### src/sv/range_prime_counter_defines.svh
// Assertion macros for the range prime counter.
`ifndef RANGE_PRIME_COUNTER_DEFINES_SVH
`define RANGE_PRIME_COUNTER_DEFINES_SVH

// Check a consequent in the same cycle as its antecedent.
`define RPC_ASSERT_NOW(label, ante, cons) \
  label: assert property (@(posedge clk_i) disable iff (!rst_ni) (ante) |-> (cons)) \
    else $error("range_prime_counter: same-cycle check failed");

// Check a consequent in the cycle after its antecedent.
`define RPC_ASSERT_NEXT(label, ante, cons) \
  label: assert property (@(posedge clk_i) disable iff (!rst_ni) (ante) |=> (cons)) \
    else $error("range_prime_counter: next-cycle check failed");

`endif

### src/sv/rpc_pkg.sv
// Shared constants, types and microcode table of the range prime counter.
package rpc_pkg;

  localparam int unsigned ValueWidth = 16;
  localparam int unsigned CandWidth  = ValueWidth + 1;
  localparam int unsigned CountWidth = 16;
  localparam int unsigned BitCntWidth = $clog2(ValueWidth + 1);
  localparam int unsigned StepWidth  = 4;

  localparam logic [CountWidth-1:0] CountMax = {CountWidth{1'b1}};
  localparam logic [ValueWidth-1:0] ValTwo   = ValueWidth'(2);
  localparam logic [ValueWidth-1:0] ValThree = ValueWidth'(3);
  localparam logic [CandWidth-1:0]  CandThree = CandWidth'(3);
  localparam logic [CandWidth-1:0]  CandNine  = CandWidth'(9);

  localparam logic [StepWidth-1:0] StepWait      = 4'd0;
  localparam logic [StepWidth-1:0] StepInit      = 4'd1;
  localparam logic [StepWidth-1:0] StepTestN     = 4'd2;
  localparam logic [StepWidth-1:0] StepTestD     = 4'd3;
  localparam logic [StepWidth-1:0] StepDiv       = 4'd4;
  localparam logic [StepWidth-1:0] StepCheck     = 4'd5;
  localparam logic [StepWidth-1:0] StepNextD     = 4'd6;
  localparam logic [StepWidth-1:0] StepPrime     = 4'd7;
  localparam logic [StepWidth-1:0] StepComposite = 4'd8;
  localparam logic [StepWidth-1:0] StepDone      = 4'd9;

  typedef enum logic [3:0] {
    OP_NOP,
    OP_LOAD,
    OP_INIT,
    OP_D_INIT,
    OP_DIV_START,
    OP_DIV_STEP,
    OP_D_ADV,
    OP_N_ADV,
    OP_COUNT_ADV,
    OP_EMIT
  } op_e;

  typedef enum logic [2:0] {
    COND_NEVER,
    COND_ALWAYS,
    COND_IN_VALID,
    COND_N_ABOVE_HI,
    COND_SQ_ABOVE_N,
    COND_DIV_LAST,
    COND_REM_ZERO,
    COND_OUT_FREE
  } cond_e;

  typedef struct packed {
    op_e                  op;
    cond_e                cond;
    logic [StepWidth-1:0] target;
    logic                 hold;
  } ctrl_word_t;

  typedef struct packed {
    op_e  op;
    logic in_take;
  } dp_ctrl_t;

  typedef struct packed {
    logic n_above_hi;
    logic sq_above_n;
    logic div_last;
    logic rem_zero;
  } dp_status_t;

  function automatic ctrl_word_t micro_rom(input logic [StepWidth-1:0] step);
    ctrl_word_t cw;
    unique case (step)
      StepWait:      cw = '{op: OP_LOAD,      cond: COND_IN_VALID,   target: StepInit,
                            hold: 1'b1};
      StepInit:      cw = '{op: OP_INIT,      cond: COND_NEVER,      target: StepWait,
                            hold: 1'b0};
      StepTestN:     cw = '{op: OP_D_INIT,    cond: COND_N_ABOVE_HI, target: StepDone,
                            hold: 1'b0};
      StepTestD:     cw = '{op: OP_DIV_START, cond: COND_SQ_ABOVE_N, target: StepPrime,
                            hold: 1'b0};
      StepDiv:       cw = '{op: OP_DIV_STEP,  cond: COND_DIV_LAST,   target: StepCheck,
                            hold: 1'b1};
      StepCheck:     cw = '{op: OP_NOP,       cond: COND_REM_ZERO,   target: StepComposite,
                            hold: 1'b0};
      StepNextD:     cw = '{op: OP_D_ADV,     cond: COND_ALWAYS,     target: StepTestD,
                            hold: 1'b0};
      StepPrime:     cw = '{op: OP_COUNT_ADV, cond: COND_ALWAYS,     target: StepTestN,
                            hold: 1'b0};
      StepComposite: cw = '{op: OP_N_ADV,     cond: COND_ALWAYS,     target: StepTestN,
                            hold: 1'b0};
      StepDone:      cw = '{op: OP_EMIT,      cond: COND_OUT_FREE,   target: StepWait,
                            hold: 1'b1};
      default:       cw = '{op: OP_NOP,       cond: COND_ALWAYS,     target: StepWait,
                            hold: 1'b0};
    endcase
    return cw;
  endfunction

endpackage

### src/sv/rpc_datapath.sv
// Datapath of the range prime counter: bounds, candidate, divisor, remainder, count.
module rpc_datapath (
  input  logic                            clk_i,
  input  logic [15:0]                     range_low_i,
  input  logic [15:0]                     range_high_i,
  input  rpc_pkg::dp_ctrl_t               ctrl_i,
  output rpc_pkg::dp_status_t             status_o,
  output logic [rpc_pkg::CountWidth-1:0]  count_o
);

  logic [rpc_pkg::ValueWidth-1:0]  lo_q, lo_d, hi_q, hi_d;
  logic [rpc_pkg::CandWidth-1:0]   n_q, n_d, d_q, d_d, sq_q, sq_d, rem_q, rem_d;
  logic [rpc_pkg::CandWidth-1:0]   rem_sh;
  logic [rpc_pkg::BitCntWidth-1:0] bitcnt_q, bitcnt_d, bit_idx;
  logic [rpc_pkg::CountWidth-1:0]  count_q, count_d;

  assign bit_idx = bitcnt_q - 1'b1;
  assign rem_sh  = {rem_q[rpc_pkg::CandWidth-2:0], n_q[bit_idx]};

  always_comb begin
    lo_d     = lo_q;
    hi_d     = hi_q;
    n_d      = n_q;
    d_d      = d_q;
    sq_d     = sq_q;
    rem_d    = rem_q;
    bitcnt_d = bitcnt_q;
    count_d  = count_q;
    unique case (ctrl_i.op)
      rpc_pkg::OP_LOAD: begin
        if (ctrl_i.in_take) begin
          lo_d = range_low_i[rpc_pkg::ValueWidth-1:0];
          hi_d = range_high_i[rpc_pkg::ValueWidth-1:0];
        end
      end
      rpc_pkg::OP_INIT: begin
        count_d = (lo_q <= rpc_pkg::ValTwo && hi_q >= rpc_pkg::ValTwo) ?
                  rpc_pkg::CountWidth'(1) : '0;
        n_d     = (lo_q < rpc_pkg::ValThree) ? rpc_pkg::CandThree :
                  {1'b0, lo_q | rpc_pkg::ValueWidth'(1)};
      end
      rpc_pkg::OP_D_INIT: begin
        d_d  = rpc_pkg::CandThree;
        sq_d = rpc_pkg::CandNine;
      end
      rpc_pkg::OP_DIV_START: begin
        rem_d    = '0;
        bitcnt_d = rpc_pkg::BitCntWidth'(rpc_pkg::ValueWidth);
      end
      rpc_pkg::OP_DIV_STEP: begin
        rem_d    = (rem_sh >= d_q) ? rem_sh - d_q : rem_sh;
        bitcnt_d = bitcnt_q - 1'b1;
      end
      rpc_pkg::OP_D_ADV: begin
        d_d  = d_q + rpc_pkg::CandWidth'(2);
        sq_d = sq_q + rpc_pkg::CandWidth'({d_q, 2'b00}) + rpc_pkg::CandWidth'(4);
      end
      rpc_pkg::OP_N_ADV: begin
        n_d = n_q + rpc_pkg::CandWidth'(2);
      end
      rpc_pkg::OP_COUNT_ADV: begin
        n_d = n_q + rpc_pkg::CandWidth'(2);
        if (count_q != rpc_pkg::CountMax) begin
          count_d = count_q + 1'b1;
        end
      end
      default: begin
      end
    endcase
  end

  always_ff @(posedge clk_i) begin
    lo_q     <= lo_d;
    hi_q     <= hi_d;
    n_q      <= n_d;
    d_q      <= d_d;
    sq_q     <= sq_d;
    rem_q    <= rem_d;
    bitcnt_q <= bitcnt_d;
    count_q  <= count_d;
  end

  assign status_o.n_above_hi = n_q > {1'b0, hi_q};
  assign status_o.sq_above_n = sq_q > n_q;
  assign status_o.div_last   = bitcnt_q == rpc_pkg::BitCntWidth'(1);
  assign status_o.rem_zero   = rem_q == '0;
  assign count_o             = count_q;

endmodule

### src/sv/range_prime_counter.sv
// Step sequence per range: the input transfer, Init, then per odd candidate TestN and per trial
// divisor TestD, Div, Check and NextD, ending in Prime or Composite; past the high bound, Done.
// Each trial divisor runs a restoring remainder in the Div step, one quotient bit a cycle.
// Throughput: one range at a time; input ready rises the cycle after the count enters the
// output register, which holds it until transferred.
// Reset clears the step counter and the output valid; datapath registers hold no reset.
`include "range_prime_counter_defines.svh"

module range_prime_counter (
  input  logic        clk_i,
  input  logic        rst_ni,
  input  logic        in_valid_i,
  output logic        in_ready_o,
  input  logic [15:0] range_low_i,
  input  logic [15:0] range_high_i,
  output logic        out_valid_o,
  input  logic        out_ready_i,
  output logic [15:0] prime_count_o
);

  logic [rpc_pkg::StepWidth-1:0]  step_q, step_d;
  rpc_pkg::ctrl_word_t            cw;
  rpc_pkg::dp_ctrl_t              dp_ctrl;
  rpc_pkg::dp_status_t            dp_status;
  logic [rpc_pkg::CountWidth-1:0] count;
  logic                           cond_true;
  logic                           out_free;
  logic                           emit;
  logic                           out_valid_q, out_valid_d;
  logic [15:0]                    out_count_q, out_count_d;

  assign cw       = rpc_pkg::micro_rom(step_q);
  assign out_free = !out_valid_q || out_ready_i;
  assign emit     = (cw.op == rpc_pkg::OP_EMIT) && out_free;

  assign in_ready_o      = cw.op == rpc_pkg::OP_LOAD;
  assign dp_ctrl.op      = cw.op;
  assign dp_ctrl.in_take = in_valid_i && in_ready_o;

  rpc_datapath u_datapath (
    .clk_i        (clk_i),
    .range_low_i  (range_low_i),
    .range_high_i (range_high_i),
    .ctrl_i       (dp_ctrl),
    .status_o     (dp_status),
    .count_o      (count)
  );

  always_comb begin
    unique case (cw.cond)
      rpc_pkg::COND_NEVER:      cond_true = 1'b0;
      rpc_pkg::COND_ALWAYS:     cond_true = 1'b1;
      rpc_pkg::COND_IN_VALID:   cond_true = in_valid_i;
      rpc_pkg::COND_N_ABOVE_HI: cond_true = dp_status.n_above_hi;
      rpc_pkg::COND_SQ_ABOVE_N: cond_true = dp_status.sq_above_n;
      rpc_pkg::COND_DIV_LAST:   cond_true = dp_status.div_last;
      rpc_pkg::COND_REM_ZERO:   cond_true = dp_status.rem_zero;
      rpc_pkg::COND_OUT_FREE:   cond_true = out_free;
      default:                  cond_true = 1'b0;
    endcase
    priority if (cond_true) begin
      step_d = cw.target;
    end else if (cw.hold) begin
      step_d = step_q;
    end else begin
      step_d = step_q + 1'b1;
    end
  end

  always_comb begin
    out_valid_d = out_valid_q;
    out_count_d = out_count_q;
    if (out_valid_q && out_ready_i) begin
      out_valid_d = 1'b0;
    end
    if (emit) begin
      out_valid_d = 1'b1;
      out_count_d = count[15:0];
    end
  end

  always_ff @(posedge clk_i or negedge rst_ni) begin
    if (!rst_ni) begin
      step_q      <= rpc_pkg::StepWait;
      out_valid_q <= 1'b0;
    end else begin
      step_q      <= step_d;
      out_valid_q <= out_valid_d;
    end
  end

  always_ff @(posedge clk_i) begin
    out_count_q <= out_count_d;
  end

  assign out_valid_o   = out_valid_q;
  assign prime_count_o = out_count_q;

  `RPC_ASSERT_NEXT(a_emit_loads_out, emit, out_valid_o && prime_count_o == $past(count))
  `RPC_ASSERT_NEXT(a_take_starts_init, dp_ctrl.in_take, step_q == rpc_pkg::StepInit && !in_ready_o)
  `RPC_ASSERT_NEXT(a_div_stays_or_checks, step_q == rpc_pkg::StepDiv,
                   step_q == rpc_pkg::StepDiv || step_q == rpc_pkg::StepCheck)

endmodule

### config.mk
export PLATFORM = sky130hd
export DESIGN_NAME = range_prime_counter
export DESIGN_NICKNAME = d
export VERILOG_FILES = /design/src/sv/rpc_pkg.sv /design/src/sv/rpc_datapath.sv /design/src/sv/range_prime_counter.sv
export VERILOG_INCLUDE_DIRS = /design/src /design/src/sv
export SDC_FILE = /design/constraint.sdc
export NUM_CORES = 1
export LEC_CHECK = 0
export ABC_AREA = 1
export CORE_UTILIZATION = 55
export CTS_BUF_LIST = sky130_fd_sc_hd__clkbuf_4 sky130_fd_sc_hd__clkbuf_8 sky130_fd_sc_hd__clkbuf_16
export CTS_CLUSTER_DIAMETER = 100
export DETAILED_ROUTE_END_ITERATION = 8
export DONT_BUFFER_PORTS = 1
export PLACE_DENSITY_LB_ADDON = 0.1
export SLEW_MARGIN = 20
export SYNTH_ARGS = -nofsm -noshare
export SYNTH_HDL_FRONTEND = slang
export SYNTH_HIERARCHICAL = 1
export SYNTH_SLANG_ARGS = --single-unit
### constraint.sdc
create_clock -name clk_i -period 5 [get_ports clk_i]
set_input_delay 0.5 -clock clk_i [delete_from_list [all_inputs] [get_ports clk_i]]
set_output_delay 0.5 -clock clk_i [all_outputs]
set_load 0.01 [all_outputs]
* Word-level counts from Yosys, hierarchy flattened *
Memories as Yosys holds them, arrays and structs flattened.
Cells that the tools add are included.

storage, ports and cells
  register bits = 142
  ROM bits = 192
  input port bits = 36
  output and inout port bits = 18
  logic and storage cells = 80
  memories kept = 1

memories
  name              depth  bits a word  rd ports  clocked after Yosys merged registers in  wr ports  RTL line       RTL
  (name not given)  16     12           1         0                                        0         rpc_pkg.sv:72  unique case (step)

cells by class
  add/subtract/negate cells = 8
  $lt $le $gt $ge = 7
  eq/ne operators = 20
  multiplexer cells = 17
  reductions and logical operators = 16

operators with widths
  kind                                                                                   number
  17-bit case mux with 2 select lines                                                    4
  17-bit by 2-bit adder with 17-bit output (second input constant)                       2
  16-bit 2-to-1 mux                                                                      2
  16-bit case mux with 2 select lines                                                    1
  17-bit adder                                                                           1
  17-bit by 3-bit adder with 17-bit output (second input constant)                       1
  17-bit greater-or-equal comparator                                                     1
  17-bit by 16-bit greater-than comparator with 1-bit output                             1
  17-bit greater-than comparator                                                         1
  17-bit logical NOT                                                                     1
  17-bit 2-to-1 mux                                                                      1
  17-bit subtractor                                                                      1
  16-bit by 1-bit adder with 16-bit output (second input constant)                       1
  4-bit by 3-bit == test with 1-bit output (second input constant)                       4
  16-bit by 2-bit greater-or-equal comparator with 1-bit output (second input constant)  1
  16-bit by 2-bit less-or-equal comparator with 1-bit output (second input constant)     1
  16-bit by 2-bit less-than comparator with 1-bit output (second input constant)         1
  16-bit != test (second input constant)                                                 1
  3-bit == test (second input constant)                                                  4
  5-bit case mux with 2 select lines                                                     1
  2-bit nonzero test                                                                     5
  4-bit by 2-bit == test with 1-bit output (second input constant)                       2
  4-bit == test (second input constant)                                                  2
  4-bit 2-to-1 mux                                                                       2
  17 further kinds                                                                       26

* Logic depth before layout (Yosys ltp) *
  depth in word-level cells = 6
  depth in mapped cells = 20
  gate-level depth less buffers = 19

* Cells and area by module *
The synthesis kept the hierarchy.

modules (own cells, without submodules)
  module               instances  cells an instance  area each (um^2)  sequential area each (um^2)
  rpc_datapath         1          859                7821.3            3483.3
  range_prime_counter  1          125                1204.9            605.6

* Least setup slack after synthesis *
No wires, ideal clock.

  kind = register to register
  from = register step_q[0] (netlist name)
  to = register u_datapath/d_q[10] (netlist name) (enable)
  library setup time = 0.459 ns
  data arrival time = 3.522 ns
  data required time = 4.541 ns
  setup slack = 1.019 ns
  cell stages (with the launch flop) = 9
  path buffers = 0
  clock period less this slack = 3.981 ns
  path through = dfrtp_1 inv_1 ha_1 inv_1 o21ai_0 a31oi_1 inv_1 nand2_1 o21ai_0

RTL lines
  what                      RTL line                   RTL
  start: declaration        range_prime_counter.sv:21  logic [rpc_pkg::StepWidth-1:0] step_q, step_d;
  start signal: assignment  range_prime_counter.sv:84  step_q <= rpc_pkg::StepWait;
  start signal: assignment  range_prime_counter.sv:87  step_q <= step_d;
  end signal: assignment    rpc_datapath.sv:76         d_q <= d_d;
  end: declaration          rpc_datapath.sv:12         logic [rpc_pkg::CandWidth-1:0] n_q, n_d, d_q, d_d, sq_q, sq_d, rem_q, rem_d;

==> flow_metrics.py <==
metrics = {
    "job": {
        "drv_cap": 0,
    },
    "worst_setup_path": {
        "r2r_setup_slack_ns": 1.22,
        "required_ns": 5.06,
        "worstPathCellList": "inv_1 > ha_1 > nand3_1 > o21ai_0 > a31oi_1 > inv_1 > nor4_2 > buf_4 > inv_2 > o21ai_2 > inv_1 > nand2_1",
        "cp.arrival_ns": 3.84,
        "crit_fanout": 23,
        "crit_family": "buffers and inverters",
        "crit_buf_inv": 5,
        "critical_path_class": "reg -> reg",
        "crit_top_cell": "inv_1",
        "critPathMaxStageDelay_ns": 0.65,
        "worstSetupStartpointType": "flip-flop",
        "end_kind": "flip-flop",
        "cp_slowest_cell": "nand2_1",
    },
    "logic_synthesis": {
        "synth_flop_cell": "edfxtp_1",
        "synth_top_area_share_pct": 43.9,
        "yosys_warnings": 6,
        "syn-num-nets": 1105,
        "netlist_area_mm2": 0.00903,
        "ys_top_cells_by_count": "167 x nand2_1, 132 x edfxtp_1, 121 x inv_1, 87 x a21oi_1, 85 x nor2_1",
        "synth.most_common_cell": "nand2_1",
        "yosys.area.top_type": "edfxtp_1",
        "yosysSeqAreaShare_pct": 45.3,
        "yosysUniqueCellTypes": 56,
        "ys_ff_latch": 137,
        "syn_inst": 984,
        "async_reset_ff_share_pct": 3.65,
        "avgSynthCellArea_um2": 9.17,
        "synth.area.top_cells": "edfxtp_1 44%, ha_1 12%, nand2_1 6.9%",
        "synth-edff-count": 132,
    },
    "clock_network": {
        "cts_resized": 0,
        "clock_latency_ns": 0.42,
        "cts_buffers": 17,
        "cts.reportedPaths.clkPinSlew_ns": 0.06,
        "root_buffer": "clkbuf_16",
        "clkSinkCount": 137,
        "htreeDepth": 4,
        "clock_tree.buffer_depth": 2,
        "tritoncts": "built",
    },
    "floorplan": {
        "start_util_pct": 56.6,
        "die_w_um": 130,
        "core_mm2": 0.0159,
        "io_pins": 54,
        "dieArea_mm2": 0.0169,
        "fp.dieH_um": 130,
        "rows": 46,
    },
    "power_and_ir_drop": {
        "leakage_nw": 4.13,
        "power_density_mw_per_mm2": 764,
        "finalPower_mw": 7.50,
        "combPwrFrac_pct": 51.7,
        "p_sw_share_pct": 47.9,
        "ir_drop_mv": 0.370,
        "clkPwrFrac_pct": 16.3,
        "p_switching_mw": 3.60,
        "power.internal_mw": 3.91,
        "seq_power_share_pct": 31.9,
    },
    "sta": {
        "relSlewSlack_pct": 51.8,
        "fin_crit_ns": 3.78,
        "rsz0062_at_grt": "no",
        "worstMarginPinSlew_ns": 0.717,
        "final.setup.worst_slack_ns": 1.22,
        "hold_viol_final": 0,
        "min_period_over_period_pct": 75.6,
        "setup-tns-final_ns": 0,
        "clock.fmax_ghz": 0.265,
        "drv_slew": 0,
        "setup_viol": 0,
        "clock_skew_ns": 0.00710,
    },
    "placement": {
        "dp_worst_setup_slack_ns": 1.30,
        "dp_hpwl_um": 14400,
        "globalplace.congestion": 0.911,
        "port_buffers": 0,
    },
    "drt": {
        "dr.pass1.iters": 5,
        "drt-total-wl_um": 19600,
        "vias": 6876,
        "drt_iter0_markers": 413,
        "ant_nets": 0,
        "drc": 0,
        "viasPerCell": 5.61,
        "wl_per_cell_um": 16.0,
    },
    "layout": {
        "nFillCells": 1384,
        "drive_gt1_share_pct": 10.0,
        "multi_input_area_mm2": 0.00434,
        "diodes": 0,
        "area_delta_synth_final_pct": 8.79,
        "nNetsFinal": 1117,
        "ff_latch_area_mm2": 0.00409,
    },
    "status": {
        "outcome": "completed",
    },
    "grt": {
        "grt_use_total_pct": 25.0,
        "grt_pass1_vias": 6603,
        "grt_max_degree": 35,
        "overflow": 0,
        "grt_pass1_wl_um": 32100,
        "antenna_found_initial": 0,
    },
    "worst_hold_path": {
        "hp-class": "in -> reg",
    },
}
[layout by cell type (no fill, tap or decap), types with 3 or more instances in the layout]
cell type and n:
edfxtp_1 132, buf_4 5, o31ai_1 5, xnor2_1 5, nor4_1 7, xor2_1 13, a211oi_1 4, o21ai_0 56
nand4_1 21, nand2_1 167, inv_6 7, ha_1 83, dfrtp_1 5, nor3_2 5, a21o_1 6, o21ai_1 16
nand3_4 3, inv_2 8, inv_8 3, nand2_2 10, nor2_2 9, nor3_1 9, a21oi_1 87, o21bai_1 3
clkbuf_16 17, clkinv_2 3, nand3_2 7, nand3_1 50, nor2_1 82, nand2_4 9, o21a_1 5, a31oi_1 12
inv_1 121
[power groups by stage]
stage          Combinational (mW)  Sequential (mW)  Clock (mW)
5_1_grt                      4.45             2.45        1.30
2_1_floorplan                3.14             2.21           0
6_report                     3.88             2.40        1.22
3_5_place_dp                 3.83             2.41           0
3_3_place_gp                 3.80             2.40           0
4_1_cts                      3.87             2.39        1.25
[worst reg2reg max path, stage by stage (launching register included)]
cell	delay, ns
dfrtp_1	0.49
inv_1	0.16
ha_1	0.25
nand3_1	0.14
o21ai_0	0.11
a31oi_1	0.20
inv_1	0.16
nor4_2	0.27
buf_4	0.21
inv_2	0.10
o21ai_2	0.21
inv_1	0.46
nand2_1	0.66
[cell type report]
cell class                 count  area share (%)
sequential                   137            41.6
clock buffer                  17            4.33
inverter                     132            5.17
tap                          216            2.75
multi-input combinational    702            44.2
clock inverter                15            1.41
timing repair buffer           6           0.484
[metrics by stage]
step	utilization (%)	hold WS (ns)	std cells	instance area, um2
finish	61.6	0.166	1225	9820
global route	61.6	0.142	1225	9820
detailed placement	58.0	0.205	1192	9240
floorplan	-	0.204	984	9030
CTS	61.6	0.156	1225	9820
global placement	58.0	0.205	1192	9240
[flip-flops by register name (all words and copies together), names as in the netlist, 5 cells and up]
register             cells
prime_count_o           16
u_datapath/bitcnt_q      5
u_datapath/count_o      16
u_datapath/d_q          16
u_datapath/hi_q         16
u_datapath/lo_q         16
u_datapath/n_q          16
u_datapath/rem_q        17
u_datapath/sq_q         14
[metal layers]
| metal | vias to the layer above | global-route usage, % | part of all wire (%) |
|---|---|---|---|
| li1 | 3475 | - | - |
| met1 | 3184 | 33.3 | 47 |
| met2 | 185 | 40.6 | 46 |
| met3 | 32 | 4.80 | 5.0 |
| met4 | 0 | 8.96 | 2.2 |
| met5 | - | 0 | 0 |
[worst paths after layout]
path / from / endpoint / cells past startpoint
setup / recovery: step_q[0] / u_datapath/n_q[16] / 12
hold / removal: range_low_i[15] / u_datapath/lo_q[15] / 0
setup reg to reg: step_q[0] / u_datapath/n_q[16] / 12
hold reg to reg: u_datapath/count_o[3] / prime_count_o[3] / 0
max in group asynchronous: rst_ni / out_valid_o / 1
min in group asynchronous: rst_ni / step_q[0] / 1
[logic make-up (layout without fill, tap and decap cells)]
| group | after synthesis | after routing | share of synthesized area, % |
|---|---|---|---|
| AO/OA/AOI/OAI | 205 | 205 | 12.6 |
| XOR/XNOR | 19 | 19 | 1.93 |
| adder cells (fa/ha/maj) | 85 | 85 | 11.9 |
| buffers and inverters | 145 | 170 | 6.74 |
| flip-flops | 137 | 137 | 45.3 |
| AND/OR/NAND/NOR | 393 | 393 | 21.5 |
[what timing repair did]
item / 4_1_cts / 5_1_grt
setup buffers: 0 / 0
hold buffers: 1 / 0
hold endpoints to repair: 5 / 0
Power figures use the tool's default switching activity.
